$ cat config.mk
export PLATFORM = sky130hd
export DESIGN_NAME = vml_div_cell
export DESIGN_NICKNAME = d
export VERILOG_FILES = /design/src/vector_magnitude_limit_2d_assert.svh /design/src/vml_pkg.sv /design/src/vml_div_cell.sv
export SDC_FILE = /design/constraint.sdc
export NUM_CORES = 1
export LEC_CHECK = 0
export BUFFER_PORTS_ARGS = -buffer_cell sky130_fd_sc_hd__buf_2
export CAP_MARGIN = 20
export CELL_PAD_IN_SITES_DETAIL_PLACEMENT = 0
export CELL_PAD_IN_SITES_GLOBAL_PLACEMENT = 1
export CORE_MARGIN = 2
export CORE_UTILIZATION = 38
export CTS_CLUSTER_SIZE = 16
export DETAILED_ROUTE_END_ITERATION = 12
export GPL_ROUTABILITY_DRIVEN = 1
export PLACE_DENSITY_LB_ADDON = 0.1
export SLEW_MARGIN = 20
export SYNTH_ARGS = -nofsm -noshare
export SYNTH_HDL_FRONTEND = slang
export SYNTH_SLANG_ARGS = --single-unit
$ cat constraint.sdc
create_clock -name clk -period 0.9 [get_ports clk]
set_input_delay 0.09 -clock clk [delete_from_list [all_inputs] [get_ports clk]]
set_output_delay 0.09 -clock clk [all_outputs]
set_load 0.03 [all_outputs]
$ cat src/vector_magnitude_limit_2d_assert.svh
// ---------------------------------------------------------------------------
// Assertion macros for the vector magnitude limiter
// Concurrent checks clocked on clk and quiet while rst_n is low.
// ---------------------------------------------------------------------------
`ifndef VECTOR_MAGNITUDE_LIMIT_2D_ASSERT_SVH
`define VECTOR_MAGNITUDE_LIMIT_2D_ASSERT_SVH
`ifndef SYNTHESIS
`define VML_ASSERT(label, prop) \
    label: assert property (@(posedge clk) disable iff (!rst_n) (prop)) \
        else $error("vml assertion failed");
`define VML_ASSERT_IMPLY(label, ante, cons) \
    label: assert property (@(posedge clk) disable iff (!rst_n) (ante) |-> (cons)) \
        else $error("vml implication failed");
`else
`define VML_ASSERT(label, prop)
`define VML_ASSERT_IMPLY(label, ante, cons)
`endif
`endif

$ cat src/vml_pkg.sv
// ---------------------------------------------------------------------------
// vml_pkg
// Shared constants and types of the vector magnitude limiter.
// ---------------------------------------------------------------------------
package vml_pkg;

    localparam int DATA_WIDTH_DEF = 16;

    // per-word side flags carried down the cell chains
    typedef struct packed {
        logic clamp;
        logic neg_x;
        logic neg_y;
    } vml_flag_t;

    localparam int FLAG_W = $bits(vml_flag_t);

endpackage

$ cat src/vml_div_cell.sv
// ---------------------------------------------------------------------------
// vml_div_cell
// One restoring division step for the x and y lanes over a shared divisor.
// ---------------------------------------------------------------------------
module vml_div_cell
    import vml_pkg::*;
#(
    parameter int W  = DATA_WIDTH_DEF,
    parameter int PW = 8
)
(
    input  logic            clk,
    input  logic            rst_n,
    input  logic            en,
    input  logic            in_valid,
    input  logic [W-1:0]    in_div,
    input  logic [W-1:0]    in_rem_x,
    input  logic [W-1:0]    in_rem_y,
    input  logic [W-2:0]    in_num_x,
    input  logic [W-2:0]    in_num_y,
    input  logic [W-2:0]    in_quo_x,
    input  logic [W-2:0]    in_quo_y,
    input  logic [PW-1:0]   in_pay,
    output logic            out_valid,
    output logic [W-1:0]    out_div,
    output logic [W-1:0]    out_rem_x,
    output logic [W-1:0]    out_rem_y,
    output logic [W-2:0]    out_num_x,
    output logic [W-2:0]    out_num_y,
    output logic [W-2:0]    out_quo_x,
    output logic [W-2:0]    out_quo_y,
    output logic [PW-1:0]   out_pay
);

    logic [W:0] r2_x;
    logic [W:0] r2_y;
    logic [W:0] d_x;
    logic [W:0] d_y;
    logic       ge_x;
    logic       ge_y;

    // shift in one numerator bit per lane and subtract when it fits
    always_comb
    begin
        r2_x = {in_rem_x, in_num_x[W-2]};
        r2_y = {in_rem_y, in_num_y[W-2]};
        ge_x = (r2_x >= {1'b0, in_div});
        ge_y = (r2_y >= {1'b0, in_div});
        d_x  = r2_x - {1'b0, in_div};
        d_y  = r2_y - {1'b0, in_div};
    end

    always_ff @(posedge clk or negedge rst_n)
    begin
        if (!rst_n)
        begin
            out_valid <= 1'b0;
        end
        else if (en)
        begin
            out_valid <= in_valid;
        end
    end

    always_ff @(posedge clk)
    begin
        if (en)
        begin
            out_div   <= in_div;
            out_rem_x <= ge_x ? d_x[W-1:0] : r2_x[W-1:0];
            out_rem_y <= ge_y ? d_y[W-1:0] : r2_y[W-1:0];
            out_num_x <= {in_num_x[W-3:0], 1'b0};
            out_num_y <= {in_num_y[W-3:0], 1'b0};
            out_quo_x <= {in_quo_x[W-3:0], ge_x};
            out_quo_y <= {in_quo_y[W-3:0], ge_y};
            out_pay   <= in_pay;
        end
    end

endmodule

# [Word level (Yosys, flattened, before mapping)]
# Index checks and enable logic that the tools add are counted.
[totals] regBits=115 in_bits=120 out_inout_bits=117 word_cells=15
[classes] n_addsub=2 order_cmp=2 muxes=2
[op_table] cell="17-bit by 16-bit greater-or-equal comparator with 1-bit output" n=2
[op_table] cell="16-bit 2-to-1 mux" n=2
[op_table] cell="16-bit subtractor" n=2

# [Logic depth before layout (Yosys ltp)]
# Gate-level depths: netlist (run 1).
[depth] ltp_word=2 depth_mapped=10 depth_no_buf=9

# [Worst setup path before layout (run 1)]
# OpenSTA, ideal clock, no wires.
[synth_path] path_kind="input to register" start="input port in_div[1]" end="register out_rem_y[10], data pin" setup_ps=260 arrival_ps=1969 t_required_ps=640 setup_slack_ps=-1329 stages=9 path_buffers=1 path_cell_list="inv_1 > ha_1 > nor2b_4 > o31a_1 > or4_4 > a21oi_2 > o21ai_2 > buf_6 > mux2_4"
[synth_via] elab_chain_len=2 elab_cells_between_ends=3 cone_classes="add/sub (1); order compare (1); mux (1)"
[synth_lines] element="from (decl)" line="vml_div_cell.sv:16" source="input logic [W-1:0] in_div,"
[synth_lines] element="17-bit by 16-bit greater-or-equal comparator with 1-bit output" line="vml_div_cell.sv:48" source="ge_y = (r2_y >= {1'b0, in_div});"
[synth_lines] element="net ge_y" line="vml_div_cell.sv:40" source="logic ge_y;"
[synth_lines] element="16-bit 2-to-1 mux" line="vml_div_cell.sv:71" source="out_rem_y <= ge_y ? d_y[W-1:0] : r2_y[W-1:0];"
[synth_lines] element="to (signal assigned)" line="vml_div_cell.sv:71"
[synth_lines] element="to (decl)" line="vml_div_cell.sv:27" source="output logic [W-1:0] out_rem_y,"
# The timed path passes the listed nets, and every way through them passes these cells.
# A chain may end at the register's enable or synchronous reset.

# [Worst setup path in the final report (run 1)]
[layout_path] start="input port in_div[1]" end="register out_rem_y[12], data pin"
[layout_via] elab_chain_len=2 elab_cells_between_ends=3 cone_classes="add/sub (1); order compare (1); mux (1)"
[layout_lines] element="16-bit subtractor / 17-bit by 16-bit greater-or-equal comparator with 1-bit output (equally long branches)" line="vml_div_cell.sv:50, vml_div_cell.sv:48"
[layout_lines] element="16-bit 2-to-1 mux (*)" line="vml_div_cell.sv:71"
# Mark *: on every way between the ends. The rest lies on a longest branch, timed or not.

==> impl_metrics.prom, run 1 <==
# TYPE chip_impl_metric gauge
chip_impl_info{name="cts.root.buffer_cell",value="sky130_fd_sc_hd__clkbuf_16"} 1
chip_impl_metric{name="routabilityCongestion",unit=""} 0.847
chip_impl_metric{name="firstDrtPassIters",unit=""} 4
chip_impl_metric{name="skew",unit="ns"} 0
chip_impl_metric{name="setup-tns-final",unit="ns"} -46.52
chip_impl_info{name="hold_path_class",value="input pin to register"} 1
chip_impl_metric{name="final-hold-violation-count",unit=""} 0
chip_impl_info{name="path_cells",value="buf_8 -> inv_8 -> ha_4 -> nor2b_4 -> o31a_1 -> or4_4 -> a21oi_4 -> o21ai_4 -> buf_12 -> mux2_4"} 1
chip_impl_info{name="critPathSlowestCell",value="sky130_fd_sc_hd__or4_4"} 1
chip_impl_metric{name="clk-insertion-delay-late",unit="ns"} 0.41
chip_impl_metric{name="synth_edf_count",unit=""} 114
chip_impl_info{name="synth_flop_cell",value="sky130_fd_sc_hd__edfxtp_1"} 1
chip_impl_metric{name="die-width",unit="um"} 127
chip_impl_metric{name="grt_overflow_total",unit=""} 0
chip_impl_metric{name="worst-path-buf-inv",unit=""} 3
chip_impl_metric{name="cp_data_arrival_time",unit="ns"} 2.04
chip_impl_metric{name="largest_net_degree_at_the_start_of_global_routing",unit=""} 18
chip_impl_info{name="failed_checks",value="setup timing"} 1
chip_impl_metric{name="synthDistinctLibCells",unit=""} 63
chip_impl_metric{name="cp_max_fo",unit=""} 8
chip_impl_metric{name="synth_sequential_area_ratio",unit=""} 0.603
chip_impl_info{name="tritoncts",value="built"} 1
chip_impl_metric{name="postLayoutCellArea",unit="sq um"} 11300
chip_impl_info{name="grt_setup_unrepaired",value="true"} 1
chip_impl_info{name="worstSetupStartpointType",value="input pin"} 1
chip_impl_metric{name="fillerInstances",unit=""} 877
chip_impl_metric{name="floorplan.io_pins",unit=""} 237
chip_impl_metric{name="timing_max_transition_violations_final",unit=""} 0
chip_impl_metric{name="post_synth_inst_count",unit=""} 414
chip_impl_metric{name="post-dp-hpwl",unit="um"} 13000
chip_impl_info{name="mostFrequentLayoutCell",value="sky130_fd_sc_hd__buf_6"} 1
chip_impl_metric{name="cts.sinks",unit=""} 115
chip_impl_metric{name="final_antenna_net_count",unit=""} 0
chip_impl_metric{name="floorplan.core_area",unit="sq um"} 14600
chip_impl_metric{name="viasPerCell",unit=""} 4.94
chip_impl_metric{name="num-nets-final",unit=""} 1051
chip_impl_info{name="gate_family_responsible_for_the_most_delay_along_the_worst_path",value="simple AND/OR/NAND/NOR gates"} 1
chip_impl_metric{name="antenna_found_initial",unit=""} 2
chip_impl_metric{name="period_utilization",unit=""} 2.08
chip_impl_info{name="leading_cell_types_in_the_layout_fill_and_taps_excluded",value="134 x sky130_fd_sc_hd__buf_6, 129 x sky130_fd_sc_hd__buf_4, 114 x sky130_fd_sc_hd__edfxtp_1"} 1
chip_impl_metric{name="ir_worst_vdd",unit="mV"} 1.29
chip_impl_metric{name="synth.ff_latch_count",unit=""} 115
chip_impl_metric{name="postPlaceCellArea",unit="sq um"} 8190
chip_impl_info{name="path_class",value="input pin to register"} 1
chip_impl_metric{name="post_synth.cell_area_avg",unit="sq um"} 13.8
chip_impl_metric{name="placement.io_buffers",unit=""} 232
chip_impl_metric{name="layout_min_cycle_time",unit="ns"} 1.88
chip_impl_metric{name="die_y",unit="um"} 127
chip_impl_metric{name="initialDrtViolationCount",unit=""} 221
chip_impl_metric{name="final.setup.worst_slack",unit="ns"} -0.976
chip_impl_metric{name="syn_area",unit="sq um"} 5720
chip_impl_metric{name="globalRouteTotalUtil",unit=""} 0.248
chip_impl_metric{name="yosys_warnings",unit=""} 0
chip_impl_metric{name="power_density",unit="nW/um^2"} 1790
chip_impl_metric{name="drc_violations_left",unit=""} 0
chip_impl_metric{name="floorplan.rows",unit=""} 44
chip_impl_metric{name="floorplan.initialDensity",unit=""} 0.392
chip_impl_metric{name="htree_levels",unit=""} 4
chip_impl_metric{name="total_leakage_power",unit="nW"} 4.86
chip_impl_metric{name="worst-endpoint-required",unit="ns"} 1.07
chip_impl_metric{name="first_global_vias",unit=""} 5712
chip_impl_metric{name="detailroute.via_count",unit=""} 5413
chip_impl_metric{name="layout-drive-gt1-share",unit=""} 0.585
chip_impl_metric{name="grt_pass1_wl",unit="um"} 30600
chip_impl_metric{name="design.die.area",unit="sq um"} 16000
chip_impl_metric{name="cp_slowest_stage_delay",unit="ns"} 0.47
chip_impl_metric{name="route.final.wire_length",unit="um"} 20200
chip_impl_metric{name="clock.fmax",unit="MHz"} 533
chip_impl_metric{name="timing.max_cap.violations",unit=""} 0
chip_impl_metric{name="avgRoutedWirePerCell",unit="um"} 18.5
chip_impl_metric{name="hold-worst-slack",unit="ns"} 0.0234
chip_impl_metric{name="share_of_async_settable_or_async_resettable_flops_after_synthesis",unit=""} 0.00870
chip_impl_metric{name="total_chip_power",unit="mW"} 20.1
chip_impl_info{name="critPathCaptureType",value="register"} 1
chip_impl_info{name="status",value="finished, violations left"} 1
chip_impl_metric{name="path_clk_slew",unit="ns"} 0.06
chip_impl_metric{name="cts_buffers",unit=""} 17
chip_impl_metric{name="layout-area-overhead-vs-synth",unit="%"} 97.4
chip_impl_metric{name="timing.final.setup_violations",unit=""} 149
chip_impl_metric{name="cts-root-to-sink-buffers",unit=""} 2
-- state kept, by name, summed over array words and instances, names as in the netlist --
name and cells:
out_div 16, out_num_x 14, out_num_y 14, out_pay 8, out_quo_x 15, out_quo_y 15
out_rem_x 16, out_rem_y 16, out_valid 1
-- cells in the mapped netlist, types with 2 or more instances --
library cell               number  area (sq um)
sky130_fd_sc_hd__edfxtp_1     114          3420
sky130_fd_sc_hd__ha_1          32           400
sky130_fd_sc_hd__a21oi_1       25           125
sky130_fd_sc_hd__nor2_1        25          93.8
sky130_fd_sc_hd__inv_1         23          86.3
sky130_fd_sc_hd__mux2_2        21           236
sky130_fd_sc_hd__nand2_1       15          56.3
sky130_fd_sc_hd__xnor2_1       14           123
sky130_fd_sc_hd__o21ai_0       13          65.1
sky130_fd_sc_hd__nand3_1        9          45.0
sky130_fd_sc_hd__o21a_1         8          60.1
sky130_fd_sc_hd__mux2_4         7           105
sky130_fd_sc_hd__nor3_1         6          30.0
sky130_fd_sc_hd__o31ai_1        6          45.0
sky130_fd_sc_hd__a31oi_1        5          31.3
sky130_fd_sc_hd__mux2i_1        5          50.1
sky130_fd_sc_hd__nand4_1        5          31.3
sky130_fd_sc_hd__xor2_1         5          43.8
sky130_fd_sc_hd__a211oi_1       4          30.0
sky130_fd_sc_hd__a21o_1         4          30.0
sky130_fd_sc_hd__clkbuf_1       4          15.0
sky130_fd_sc_hd__nor2b_1        4          25.0
sky130_fd_sc_hd__o31a_1         4          35.0
sky130_fd_sc_hd__a21oi_2        3          26.3
sky130_fd_sc_hd__buf_4          3          22.5
sky130_fd_sc_hd__nor3b_1        3          22.5
sky130_fd_sc_hd__o211ai_1       3          22.5
sky130_fd_sc_hd__or3_1          3          18.8
sky130_fd_sc_hd__and4_1         2          17.5
sky130_fd_sc_hd__buf_2          2          10.0
sky130_fd_sc_hd__buf_6          2          22.5
sky130_fd_sc_hd__fa_1           2          40.0
sky130_fd_sc_hd__o21bai_1       2          15.0
sky130_fd_sc_hd__o22ai_1        2          12.5
-- layer usage --
metal / track usage / part of all wire / up-vias
met1: 0.286 / 0.39 / 2607
met5: 0 / 0.00064 / -
met3: 0.0485 / 0.055 / 43
met4: 0.0983 / 0.031 / 2
li1: - / - / 2566
met2: 0.451 / 0.53 / 195
-- metrics by stage --
step / worst slack [ns] / instances / util
2_1_floorplan: -1.32 / 415 / -
3_3_place_gp: -1.54 / 940 / 0.561
3_5_place_dp: -1.58 / 940 / 0.561
4_1_cts: -0.943 / 1083 / 0.753
5_1_grt: -0.989 / 1095 / 0.773
6_report: -0.976 / 1095 / 0.773
-- cell families (layout without fill, tap and decap cells) --
| group | after synthesis | after routing | share of synthesized area |
|---|---|---|---|
| AO/OA/AOI/OAI | 96 | 98 | 0.118 |
| XOR/XNOR | 19 | 19 | 0.0291 |
| adder cells (fa/ha/maj) | 34 | 34 | 0.0771 |
| buffers and inverters | 35 | 528 | 0.0298 |
| flip-flops | 115 | 115 | 0.603 |
| multiplexers | 33 | 33 | 0.0685 |
| other | 1 | 3 | 0.000656 |
| AND/OR/NAND/NOR | 81 | 81 | 0.0736 |
-- report_power, final --
group	leakage (nW)	total [mW]	internal, mW	switching, mW
clock network	0.285	6.89	4.15	2.74
registers	1.13	6.85	6.57	0.274
logic	3.44	6.40	3.34	3.06
-- final timing paths --
path                                  start       endpoint  slack, ns  cells past startpoint
worst max-delay path              in_div[1]  out_rem_y[12]      -0.98                     10
worst min-delay path            in_rem_x[3]   out_rem_x[4]       0.02                      2
worst max register to register    out_valid      out_valid          0                      2
worst min register to register    out_valid      out_valid       0.66                      2
max in group asynchronous             rst_n      out_valid       0.27                      3
min in group asynchronous             rst_n      out_valid       0.52                      3
-- worst register-to-register path, cell delays in order, from the launching register on --
cell                      delay [ns]
sky130_fd_sc_hd__dfrtp_1        0.41
sky130_fd_sc_hd__buf_6          0.13
sky130_fd_sc_hd__mux2_2         0.25
-- what timing repair did --
action / CTS / global route
gates cloned: 2 / 0
resized for setup: 325 / 45
hold buffers: 91 / 0
buffers inserted: 19 / 11
endpoints found under the setup margin: 149 / 150
pin swaps: 35 / 23
hold endpoints to repair: 90 / 0
-- area by class of cell --
| type | count | area (sq um) | share of cell area |
|---|---|---|---|
| multi-input combinational | 267 | 2730 | 0.242 |
| inverter | 23 | 114 | 0.0101 |
| sequential | 115 | 3450 | 0.306 |
| clock inverter | 15 | 171 | 0.0152 |
| timing repair buffer | 473 | 4160 | 0.369 |
| tap | 184 | 230 | 0.0204 |
| antenna | 1 | 2.50 | 0.000222 |
| clock buffer | 17 | 425 | 0.0377 |
No activity file was read; power rests on OpenSTA's default activity.
==> inputs of run 2 (changes only) <==
--- a/config.mk
+++ b/config.mk
@@ -5,12 +5,13 @@
 export SDC_FILE = /design/constraint.sdc
 export NUM_CORES = 1
 export LEC_CHECK = 0
+export ABC_AREA = 1
 export BUFFER_PORTS_ARGS = -buffer_cell sky130_fd_sc_hd__buf_2
 export CAP_MARGIN = 20
 export CELL_PAD_IN_SITES_DETAIL_PLACEMENT = 0
 export CELL_PAD_IN_SITES_GLOBAL_PLACEMENT = 1
 export CORE_MARGIN = 2
-export CORE_UTILIZATION = 38
+export CORE_UTILIZATION = 36
 export CTS_CLUSTER_SIZE = 16
 export DETAILED_ROUTE_END_ITERATION = 12
 export GPL_ROUTABILITY_DRIVEN = 1
==> run 2 against run 1 <==
Register-to-register slack got worse by 0.02 ns. Final cell count increased by 24%. Largest cell class unchanged. Worst setup slack improved by 0.45 ns. First-iteration DRC count grew 48%. Critical endpoint is now out_rem_y[6]. Global-route usage up 0.16 points. Total power rose by 3.1%. The flow still finishes with violations (setup timing).
==> impl_metrics.prom, run 2 <==
# TYPE chip_impl_metric gauge
chip_impl_info{name="status",value="finished, violations left"} 1
chip_impl_info{name="failed_checks",value="setup timing"} 1
chip_impl_metric{name="ir_worst_vdd",unit="mV"} 1.29
chip_impl_metric{name="routabilityCongestion",unit=""} 0.849
chip_impl_info{name="cts.root.buffer_cell",value="sky130_fd_sc_hd__clkbuf_16"} 1
chip_impl_metric{name="floorplan.initialDensity",unit=""} 0.365
chip_impl_info{name="post-synth-top-count-cell",value="sky130_fd_sc_hd__nand2_1"} 1
chip_impl_metric{name="cp_data_arrival_time",unit="ns"} 1.61
chip_impl_metric{name="finish.utilization",unit=""} 0.702
chip_impl_metric{name="dpl.cell_count",unit=""} 1211
chip_impl_metric{name="route.final.wire_length",unit="um"} 24100
chip_impl_info{name="path_class",value="input pin to register"} 1
chip_impl_info{name="top_cells_by_instance_count_after_synthesis",value="237 x sky130_fd_sc_hd__nand2_1, 114 x sky130_fd_sc_hd__edfxtp_1, 110 x sky130_fd_sc_hd__inv_1"} 1
chip_impl_metric{name="yosys_warnings",unit=""} 0
chip_impl_metric{name="power.share.clock",unit=""} 0.369
chip_impl_info{name="synth_largest_area_cell",value="sky130_fd_sc_hd__edfxtp_1"} 1
chip_impl_metric{name="switching_share",unit=""} 0.304
chip_impl_metric{name="fillerInstances",unit=""} 1283
chip_impl_metric{name="clock.fmax",unit="MHz"} 699
chip_impl_metric{name="grt_pass1_wl",unit="um"} 34200
chip_impl_metric{name="total_leakage_power",unit="nW"} 5.65
chip_impl_metric{name="design.die.area",unit="sq um"} 18400
chip_impl_metric{name="post_synth_inst_count",unit=""} 667
chip_impl_metric{name="floorplan.rows",unit=""} 48
chip_impl_info{name="ys_top_cells_by_area",value="sky130_fd_sc_hd__edfxtp_1 55%, sky130_fd_sc_hd__nand2_1 14%, sky130_fd_sc_hd__inv_1 6.6%"} 1
chip_impl_metric{name="num-nets-final",unit=""} 1277
chip_impl_metric{name="avgRoutedWirePerCell",unit="um"} 17.7
chip_impl_metric{name="period_utilization",unit=""} 1.59
chip_impl_metric{name="timing.max_cap.violations",unit=""} 0
chip_impl_metric{name="area_taken_by_multi_input_logic_gates",unit="sq um"} 3190
chip_impl_metric{name="total_chip_power",unit="mW"} 20.8
chip_impl_metric{name="hold-worst-slack",unit="ns"} 0.0221
chip_impl_metric{name="post_synth.cell_area_avg",unit="sq um"} 9.36
chip_impl_metric{name="cts-root-to-sink-buffers",unit=""} 2
chip_impl_metric{name="globalRouteTotalUtil",unit=""} 0.250
chip_impl_metric{name="layout-area-overhead-vs-synth",unit="%"} 92.5
chip_impl_metric{name="clk-insertion-delay-late",unit="ns"} 0.41
chip_impl_info{name="combinational_family_with_the_most_area_after_synthesis",value="simple AND/OR/NAND/NOR gates"} 1
chip_impl_metric{name="drc_violations_left",unit=""} 0
chip_impl_metric{name="postPlaceCellArea",unit="sq um"} 8800
chip_impl_metric{name="worst-endpoint-required",unit="ns"} 1.08
chip_impl_metric{name="layout_min_cycle_time",unit="ns"} 1.43
chip_impl_metric{name="layout-drive-gt1-share",unit=""} 0.503
chip_impl_info{name="leading_cell_types_in_the_layout_fill_and_taps_excluded",value="192 x sky130_fd_sc_hd__nand2_1, 126 x sky130_fd_sc_hd__buf_6, 114 x sky130_fd_sc_hd__edfxtp_1"} 1
chip_impl_metric{name="floorplan.io_pins",unit=""} 237
chip_impl_metric{name="synth_sequential_area_ratio",unit=""} 0.552
chip_impl_metric{name="yosys.area_share.adder",unit=""} 0.0705
chip_impl_metric{name="die-width",unit="um"} 136
chip_impl_metric{name="path_clk_slew",unit="ns"} 0.06
chip_impl_metric{name="share_of_async_settable_or_async_resettable_flops_after_synthesis",unit=""} 0.00870
chip_impl_metric{name="first_global_vias",unit=""} 6304
chip_impl_info{name="synth_flop_cell",value="sky130_fd_sc_hd__edfxtp_1"} 1
chip_impl_metric{name="syn_area",unit="sq um"} 6240
chip_impl_metric{name="detailroute.via_count",unit=""} 6310
chip_impl_metric{name="synth_compound_area_frac",unit=""} 0.0218
chip_impl_metric{name="postLayoutCellArea",unit="sq um"} 12000
chip_impl_metric{name="p_sw",unit="mW"} 6.32
chip_impl_metric{name="antenna_found_initial",unit=""} 3
chip_impl_metric{name="final_antenna_net_count",unit=""} 0
chip_impl_metric{name="final-hold-violation-count",unit=""} 0
chip_impl_metric{name="final.setup.worst_slack",unit="ns"} -0.530
chip_impl_metric{name="cp_max_fo",unit=""} 7
chip_impl_metric{name="post_synth_mux_area_share",unit=""} 0.00180
chip_impl_metric{name="post-dp-hpwl",unit="um"} 15500
chip_impl_info{name="critPathCaptureType",value="register"} 1
chip_impl_metric{name="synth.top_cell.area_share",unit=""} 0.548
chip_impl_info{name="grt_setup_unrepaired",value="true"} 1
chip_impl_info{name="mostFrequentLayoutCell",value="sky130_fd_sc_hd__nand2_1"} 1
chip_impl_metric{name="power_density",unit="nW/um^2"} 1730
chip_impl_metric{name="die_y",unit="um"} 136
chip_impl_metric{name="timing_max_transition_violations_final",unit=""} 0
chip_impl_metric{name="yosys.area_share.simple",unit=""} 0.254
chip_impl_metric{name="cell_internal_power_dissipation",unit="mW"} 14.4
chip_impl_metric{name="synthDistinctLibCells",unit=""} 32
chip_impl_info{name="biggestRegsByFlops",value="out_div x16, out_rem_x x16, out_rem_y x16"} 1
chip_impl_metric{name="stdcell_count",unit=""} 1361
chip_impl_metric{name="grt_overflow_total",unit=""} 0
chip_impl_metric{name="synth_edf_count",unit=""} 114
chip_impl_metric{name="viasPerCell",unit=""} 4.64
chip_impl_metric{name="synth.ff_latch_count",unit=""} 115
chip_impl_metric{name="synth_xor_area_frac",unit=""} 0.0168
chip_impl_metric{name="largest_net_degree_at_the_start_of_global_routing",unit=""} 38
chip_impl_info{name="hold_path_class",value="input pin to register"} 1
chip_impl_metric{name="cts_buffers",unit=""} 17
chip_impl_metric{name="ff_latch_area",unit="sq um"} 3450
chip_impl_metric{name="r2r_setup_slack",unit="ns"} -0.02
chip_impl_info{name="tritoncts",value="built"} 1
chip_impl_metric{name="firstDrtPassIters",unit=""} 5
chip_impl_metric{name="initialDrtViolationCount",unit=""} 328
chip_impl_metric{name="seq_power_share",unit=""} 0.327
chip_impl_info{name="worstSetupStartpointType",value="input pin"} 1
chip_impl_metric{name="floorplan.core_area",unit="sq um"} 17100
chip_impl_metric{name="placement.io_buffers",unit=""} 232
chip_impl_metric{name="htree_levels",unit=""} 4
chip_impl_metric{name="cts.sinks",unit=""} 115
chip_impl_metric{name="skew",unit="ns"} 0
chip_impl_metric{name="comb_power_share",unit=""} 0.304
chip_impl_metric{name="timing.final.setup_violations",unit=""} 150
[run 2: changes by cell type after synthesis, sizes merged, moves of 6 or more]
cell / change
xnor2: -12
mux2: -27
a21oi: -10
o31ai: -7
nand2: +240
a31oi: -6
inv: +92
o21ai: -15
nand3b: +6
nand3: +49
o21a: -6
[run 2: final cells by class]
cell class,instances,share of cell area
timing repair buffer,441,0.329
tap,225,0.0234
sequential,115,0.287
inverter,115,0.0407
clock inverter,14,0.0191
clock buffer,17,0.0354
antenna,1,0.000208
multi-input combinational,433,0.265
[run 2: timing repair]
action                                  CTS  global route
hold buffers                             85             0
gates cloned                              3             4
buffers inserted                         13            14
endpoints found under the setup margin  149           150
pin swaps                                27            50
gates resized for setup                 291           100
endpoints found under the hold margin    84             0
[run 2: routing by layer]
metal | part of all wire | GRT usage
met1 | 0.39 | 0.291
met2 | 0.51 | 0.436
met3 | 0.073 | 0.0681
met4 | 0.025 | 0.0966
met5 | 0.0012 | 0
[run 2: stage by stage]
| step | setup slack, ns | setup TNS (ns) |
|---|---|---|
| 2_1_floorplan | -0.665 | -20.66 |
| 3_3_place_gp | -0.980 | -31.69 |
| 3_5_place_dp | -0.994 | -32.29 |
| 4_1_cts | -0.480 | -33.53 |
| 5_1_grt | -0.576 | -39.15 |
| 6_report | -0.530 | -33.55 |
[run 2: cell families (layout without fill, tap and decap cells)]
| kind of cell | Yosys count | in the layout |
|---|---|---|
| AND/OR/NAND/NOR | 357 | 360 |
| buffers and inverters | 123 | 587 |
| AO/OA/AOI/OAI | 24 | 24 |
| adder cells (fa/ha/maj) | 34 | 34 |
| other | 1 | 3 |
| multiplexers | 1 | 1 |
| flip-flops | 115 | 115 |
| XOR/XNOR | 12 | 12 |
[run 2: path summary, 6_finish.rpt]
path                       cells after the start            to   startpoint
max                                           14  out_rem_y[6]    in_div[5]
min                                            3  out_rem_x[8]  in_rem_x[7]
max reg2reg                                    2     out_valid    out_valid
min reg2reg                                    2     out_valid    out_valid
max in group asynchronous                      3     out_valid        rst_n
min in group asynchronous                      3     out_valid        rst_n
[run 2: power groups by stage]
stage	Clock, mW	Sequential [mW]	Combinational, mW
floorplan	0	7.84	1.72
global placement	0	6.74	4.67
finish	7.66	6.80	6.31
detailed placement	0	6.75	4.70
global route	7.97	6.84	6.73
CTS	7.72	6.78	5.82
[run 2: worst max-delay path, cell delays in order]
cell,delay [ns]
sky130_fd_sc_hd__buf_8,0.08
sky130_fd_sc_hd__clkinvlp_4,0.14
sky130_fd_sc_hd__ha_4,0.34
sky130_fd_sc_hd__nand2_4,0.05
sky130_fd_sc_hd__inv_4,0.07
sky130_fd_sc_hd__nand2_4,0.06
sky130_fd_sc_hd__nor2_4,0.10
sky130_fd_sc_hd__nand3b_1,0.09
sky130_fd_sc_hd__nand2_2,0.10
sky130_fd_sc_hd__nor2_4,0.05
sky130_fd_sc_hd__buf_6,0.13
sky130_fd_sc_hd__clkbuf_16,0.17
sky130_fd_sc_hd__nand3_1,0.07
sky130_fd_sc_hd__nand2_1,0.05
==> inputs of run 3 (changes only) <==
--- a/config.mk
+++ b/config.mk
@@ -16,6 +16,7 @@
 export DETAILED_ROUTE_END_ITERATION = 12
 export GPL_ROUTABILITY_DRIVEN = 1
 export PLACE_DENSITY_LB_ADDON = 0.1
+export SETUP_SLACK_MARGIN = 0.4
 export SLEW_MARGIN = 20
 export SYNTH_ARGS = -nofsm -noshare
 export SYNTH_HDL_FRONTEND = slang
==> run 3 against run 2 <==
The flow finishes with violations (hold timing, setup timing). Sequential share of layout area is 3.5 points higher. Routed wire length is 16% lower. Register-to-register slack better by 0.15 ns. Critical path type unchanged. Critical endpoint is now out_rem_x[14].
==> impl_metrics.prom, run 3 (synthesis gave the netlist of run 2 again) <==
# TYPE chip_impl_metric gauge
chip_impl_info{name="biggestRegsByFlops",value="out_div x16, out_rem_x x16, out_rem_y x16"} 1
chip_impl_metric{name="floorplan.io_pins",unit=""} 237
chip_impl_info{name="worstSetupStartpointType",value="input pin"} 1
chip_impl_metric{name="routabilityCongestion",unit=""} 0.921
chip_impl_metric{name="p_sw",unit="mW"} 5.99
chip_impl_metric{name="initialDrtViolationCount",unit=""} 262
chip_impl_metric{name="detailroute.via_count",unit=""} 5755
chip_impl_metric{name="first_global_vias",unit=""} 5743
chip_impl_metric{name="cell_internal_power_dissipation",unit="mW"} 13.5
chip_impl_metric{name="cts_buffers",unit=""} 17
chip_impl_info{name="status",value="finished, violations left"} 1
chip_impl_metric{name="timing.final.setup_violations",unit=""} 149
chip_impl_info{name="grt_setup_unrepaired",value="true"} 1
chip_impl_info{name="mostFrequentLayoutCell",value="sky130_fd_sc_hd__nand2_1"} 1
chip_impl_metric{name="die-width",unit="um"} 136
chip_impl_metric{name="largest_net_degree_at_the_start_of_global_routing",unit=""} 49
chip_impl_metric{name="layout-area-overhead-vs-synth",unit="%"} 71.3
chip_impl_metric{name="post-dp-hpwl",unit="um"} 15500
chip_impl_metric{name="cts-root-to-sink-buffers",unit=""} 2
chip_impl_metric{name="drc_violations_left",unit=""} 0
chip_impl_info{name="hold_path_class",value="input pin to register"} 1
chip_impl_metric{name="hold-worst-slack",unit="ns"} -0.157
chip_impl_info{name="path_class",value="input pin to register"} 1
chip_impl_metric{name="grt_overflow_total",unit=""} 0
chip_impl_metric{name="floorplan.core_area",unit="sq um"} 17100
chip_impl_metric{name="globalRouteTotalUtil",unit=""} 0.221
chip_impl_metric{name="die_y",unit="um"} 136
chip_impl_metric{name="antenna_found_initial",unit=""} 0
chip_impl_metric{name="design.die.area",unit="sq um"} 18400
chip_impl_metric{name="postLayoutCellArea",unit="sq um"} 10700
chip_impl_metric{name="num-nets-final",unit=""} 1181
chip_impl_metric{name="viasPerCell",unit=""} 4.55
chip_impl_metric{name="final_antenna_net_count",unit=""} 0
chip_impl_metric{name="cp_max_fo",unit=""} 8
chip_impl_metric{name="timing.max_cap.violations",unit=""} 0
chip_impl_info{name="failed_checks",value="hold timing, setup timing"} 1
chip_impl_info{name="path_cells",value="buf_6 -> clkinvlp_4 -> ha_4 -> a21oi_4 -> o21a_1 -> nand2_2 -> nor2_4 -> nand2_4 -> nand2_2 -> nand2_2"} 1
chip_impl_metric{name="ir_worst_vdd",unit="mV"} 1.34
chip_impl_metric{name="cp_slowest_stage_delay",unit="ns"} 0.28
chip_impl_metric{name="total_leakage_power",unit="nW"} 5.10
chip_impl_metric{name="layout_min_cycle_time",unit="ns"} 1.41
chip_impl_metric{name="power_density",unit="nW/um^2"} 1820
chip_impl_metric{name="worst-endpoint-required",unit="ns"} 1.08
chip_impl_metric{name="route.final.wire_length",unit="um"} 20200
chip_impl_metric{name="cts.sinks",unit=""} 115
chip_impl_metric{name="final-hold-violation-count",unit=""} 85
chip_impl_metric{name="timing_max_transition_violations_final",unit=""} 0
chip_impl_metric{name="period_utilization",unit=""} 1.56
chip_impl_metric{name="clk-insertion-delay-late",unit="ns"} 0.41
chip_impl_metric{name="comb_power_share",unit=""} 0.289
chip_impl_metric{name="grt_pass1_wl",unit="um"} 30500
chip_impl_metric{name="power.share.clock",unit=""} 0.362
chip_impl_metric{name="final.setup.worst_slack",unit="ns"} -0.505
chip_impl_metric{name="clock.fmax",unit="MHz"} 711
chip_impl_info{name="cpMostUsedCell",value="sky130_fd_sc_hd__nand2_2"} 1
chip_impl_metric{name="total_chip_power",unit="mW"} 19.5
chip_impl_info{name="critPathSlowestCell",value="sky130_fd_sc_hd__nor2_4"} 1
chip_impl_metric{name="cts-hold-fix-buffers",unit=""} 1
chip_impl_metric{name="fillerInstances",unit=""} 1455
chip_impl_metric{name="skew",unit="ns"} 0
chip_impl_metric{name="placement.io_buffers",unit=""} 232
chip_impl_metric{name="path_clk_slew",unit="ns"} 0.06
chip_impl_metric{name="floorplan.initialDensity",unit=""} 0.365
chip_impl_info{name="cts.root.buffer_cell",value="sky130_fd_sc_hd__clkbuf_16"} 1
chip_impl_metric{name="antennaDiodeCount",unit=""} 0
chip_impl_metric{name="layout-drive-gt1-share",unit=""} 0.509
chip_impl_metric{name="seq_power_share",unit=""} 0.349
chip_impl_info{name="leading_cell_types_in_the_layout_fill_and_taps_excluded",value="201 x sky130_fd_sc_hd__nand2_1, 127 x sky130_fd_sc_hd__buf_6, 114 x sky130_fd_sc_hd__edfxtp_1"} 1
chip_impl_metric{name="avgRoutedWirePerCell",unit="um"} 16.0
chip_impl_metric{name="postPlaceCellArea",unit="sq um"} 8820
chip_impl_metric{name="r2r_setup_slack",unit="ns"} 0.13
chip_impl_info{name="tritoncts",value="built"} 1
chip_impl_metric{name="cp_data_arrival_time",unit="ns"} 1.58
chip_impl_metric{name="floorplan.rows",unit=""} 48
chip_impl_metric{name="setup-tns-final",unit="ns"} -31.98
chip_impl_metric{name="htree_levels",unit=""} 4
chip_impl_metric{name="switching_share",unit=""} 0.308
chip_impl_metric{name="firstDrtPassIters",unit=""} 4
chip_impl_info{name="critPathCaptureType",value="register"} 1
## run 3: cell count changes in the layout (fill, tap and decap cells not counted), moves of 4 or more
cell / previous run / this run
sky130_fd_sc_hd__a21oi_1: 15 / 11
sky130_fd_sc_hd__a21oi_2: 2 / 7
sky130_fd_sc_hd__buf_4: 108 / 103
sky130_fd_sc_hd__buf_8: 6 / 2
sky130_fd_sc_hd__dlygate4sd3_1: 85 / 1
sky130_fd_sc_hd__nand2_1: 192 / 201
sky130_fd_sc_hd__nand2_4: 17 / 9
sky130_fd_sc_hd__nand3_1: 22 / 45
sky130_fd_sc_hd__nand3_2: 30 / 11
sky130_fd_sc_hd__nand3_4: 6 / 2
## run 3: worst max-delay path, delay by kind of cell
family / cells / cell delay, ns
fa+ha+maj: 1 / 0.27
buf+inv: 2 / 0.21
simple gates: 5 / 0.69
compound gates: 2 / 0.33
## run 3: worst paths after layout
kind / end / cells after the start / from
worst min register to register: out_valid / 1 / out_valid
max in group asynchronous: out_valid / 2 / rst_n
worst max register to register: out_valid / 1 / out_valid
min in group asynchronous: out_valid / 2 / rst_n
worst max-delay path: out_rem_x[14] / 10 / in_div[14]
worst min-delay path: out_num_x[1] / 1 / in_num_x[0]
## run 3: area by class of cell
cell class	count	area (sq um)	area share
Clock buffer	18	429	0.0401
Sequential cell	115	3450	0.322
Tap cell	225	282	0.0263
Inverter	115	482	0.0450
Clock inverter	14	183	0.0171
Timing Repair Buffer	347	2950	0.276
Multi-Input combinational cell	431	2920	0.273
## run 3: metrics by stage
| stage | utilization | setup WS, ns | cells |
|---|---|---|---|
| global route | 0.625 | -0.569 | 1265 |
| finish | 0.625 | -0.505 | 1265 |
| detailed placement | 0.515 | -0.997 | 1216 |
| CTS | 0.608 | -0.465 | 1260 |
| floorplan | - | -0.665 | 668 |
| global placement | 0.515 | -0.973 | 1216 |
## run 3: repair_timing
item / CTS / global route
gates resized for setup: 268 / 61
endpoints found under the setup margin: 150 / 150
setup buffers: 10 / 4
pin swaps: 2 / 23
cloned: 1 / 1
endpoints found under the hold margin: 86 / 85
## run 3: per-layer routing
| metal | GRT usage | vias to the layer above | routed length (um) |
|---|---|---|---|
| met2 | 0.377 | 196 | 9910 |
| met5 | 0 | - | 0 |
| met1 | 0.271 | 2654 | 8450 |
| li1 | - | 2884 | - |
| met4 | 0.0747 | 0 | 415 |
| met3 | 0.0595 | 21 | 1440 |
## run 3: power by group through the flow
stage	logic, mW	registers (mW)	clock network, mW
after floorplan	1.72	7.84	0
after global placement	4.69	6.74	0
after detailed placement	4.73	6.75	0
after CTS	5.47	6.78	7.20
after global routing	6.07	6.83	7.46
final	5.63	6.79	7.04
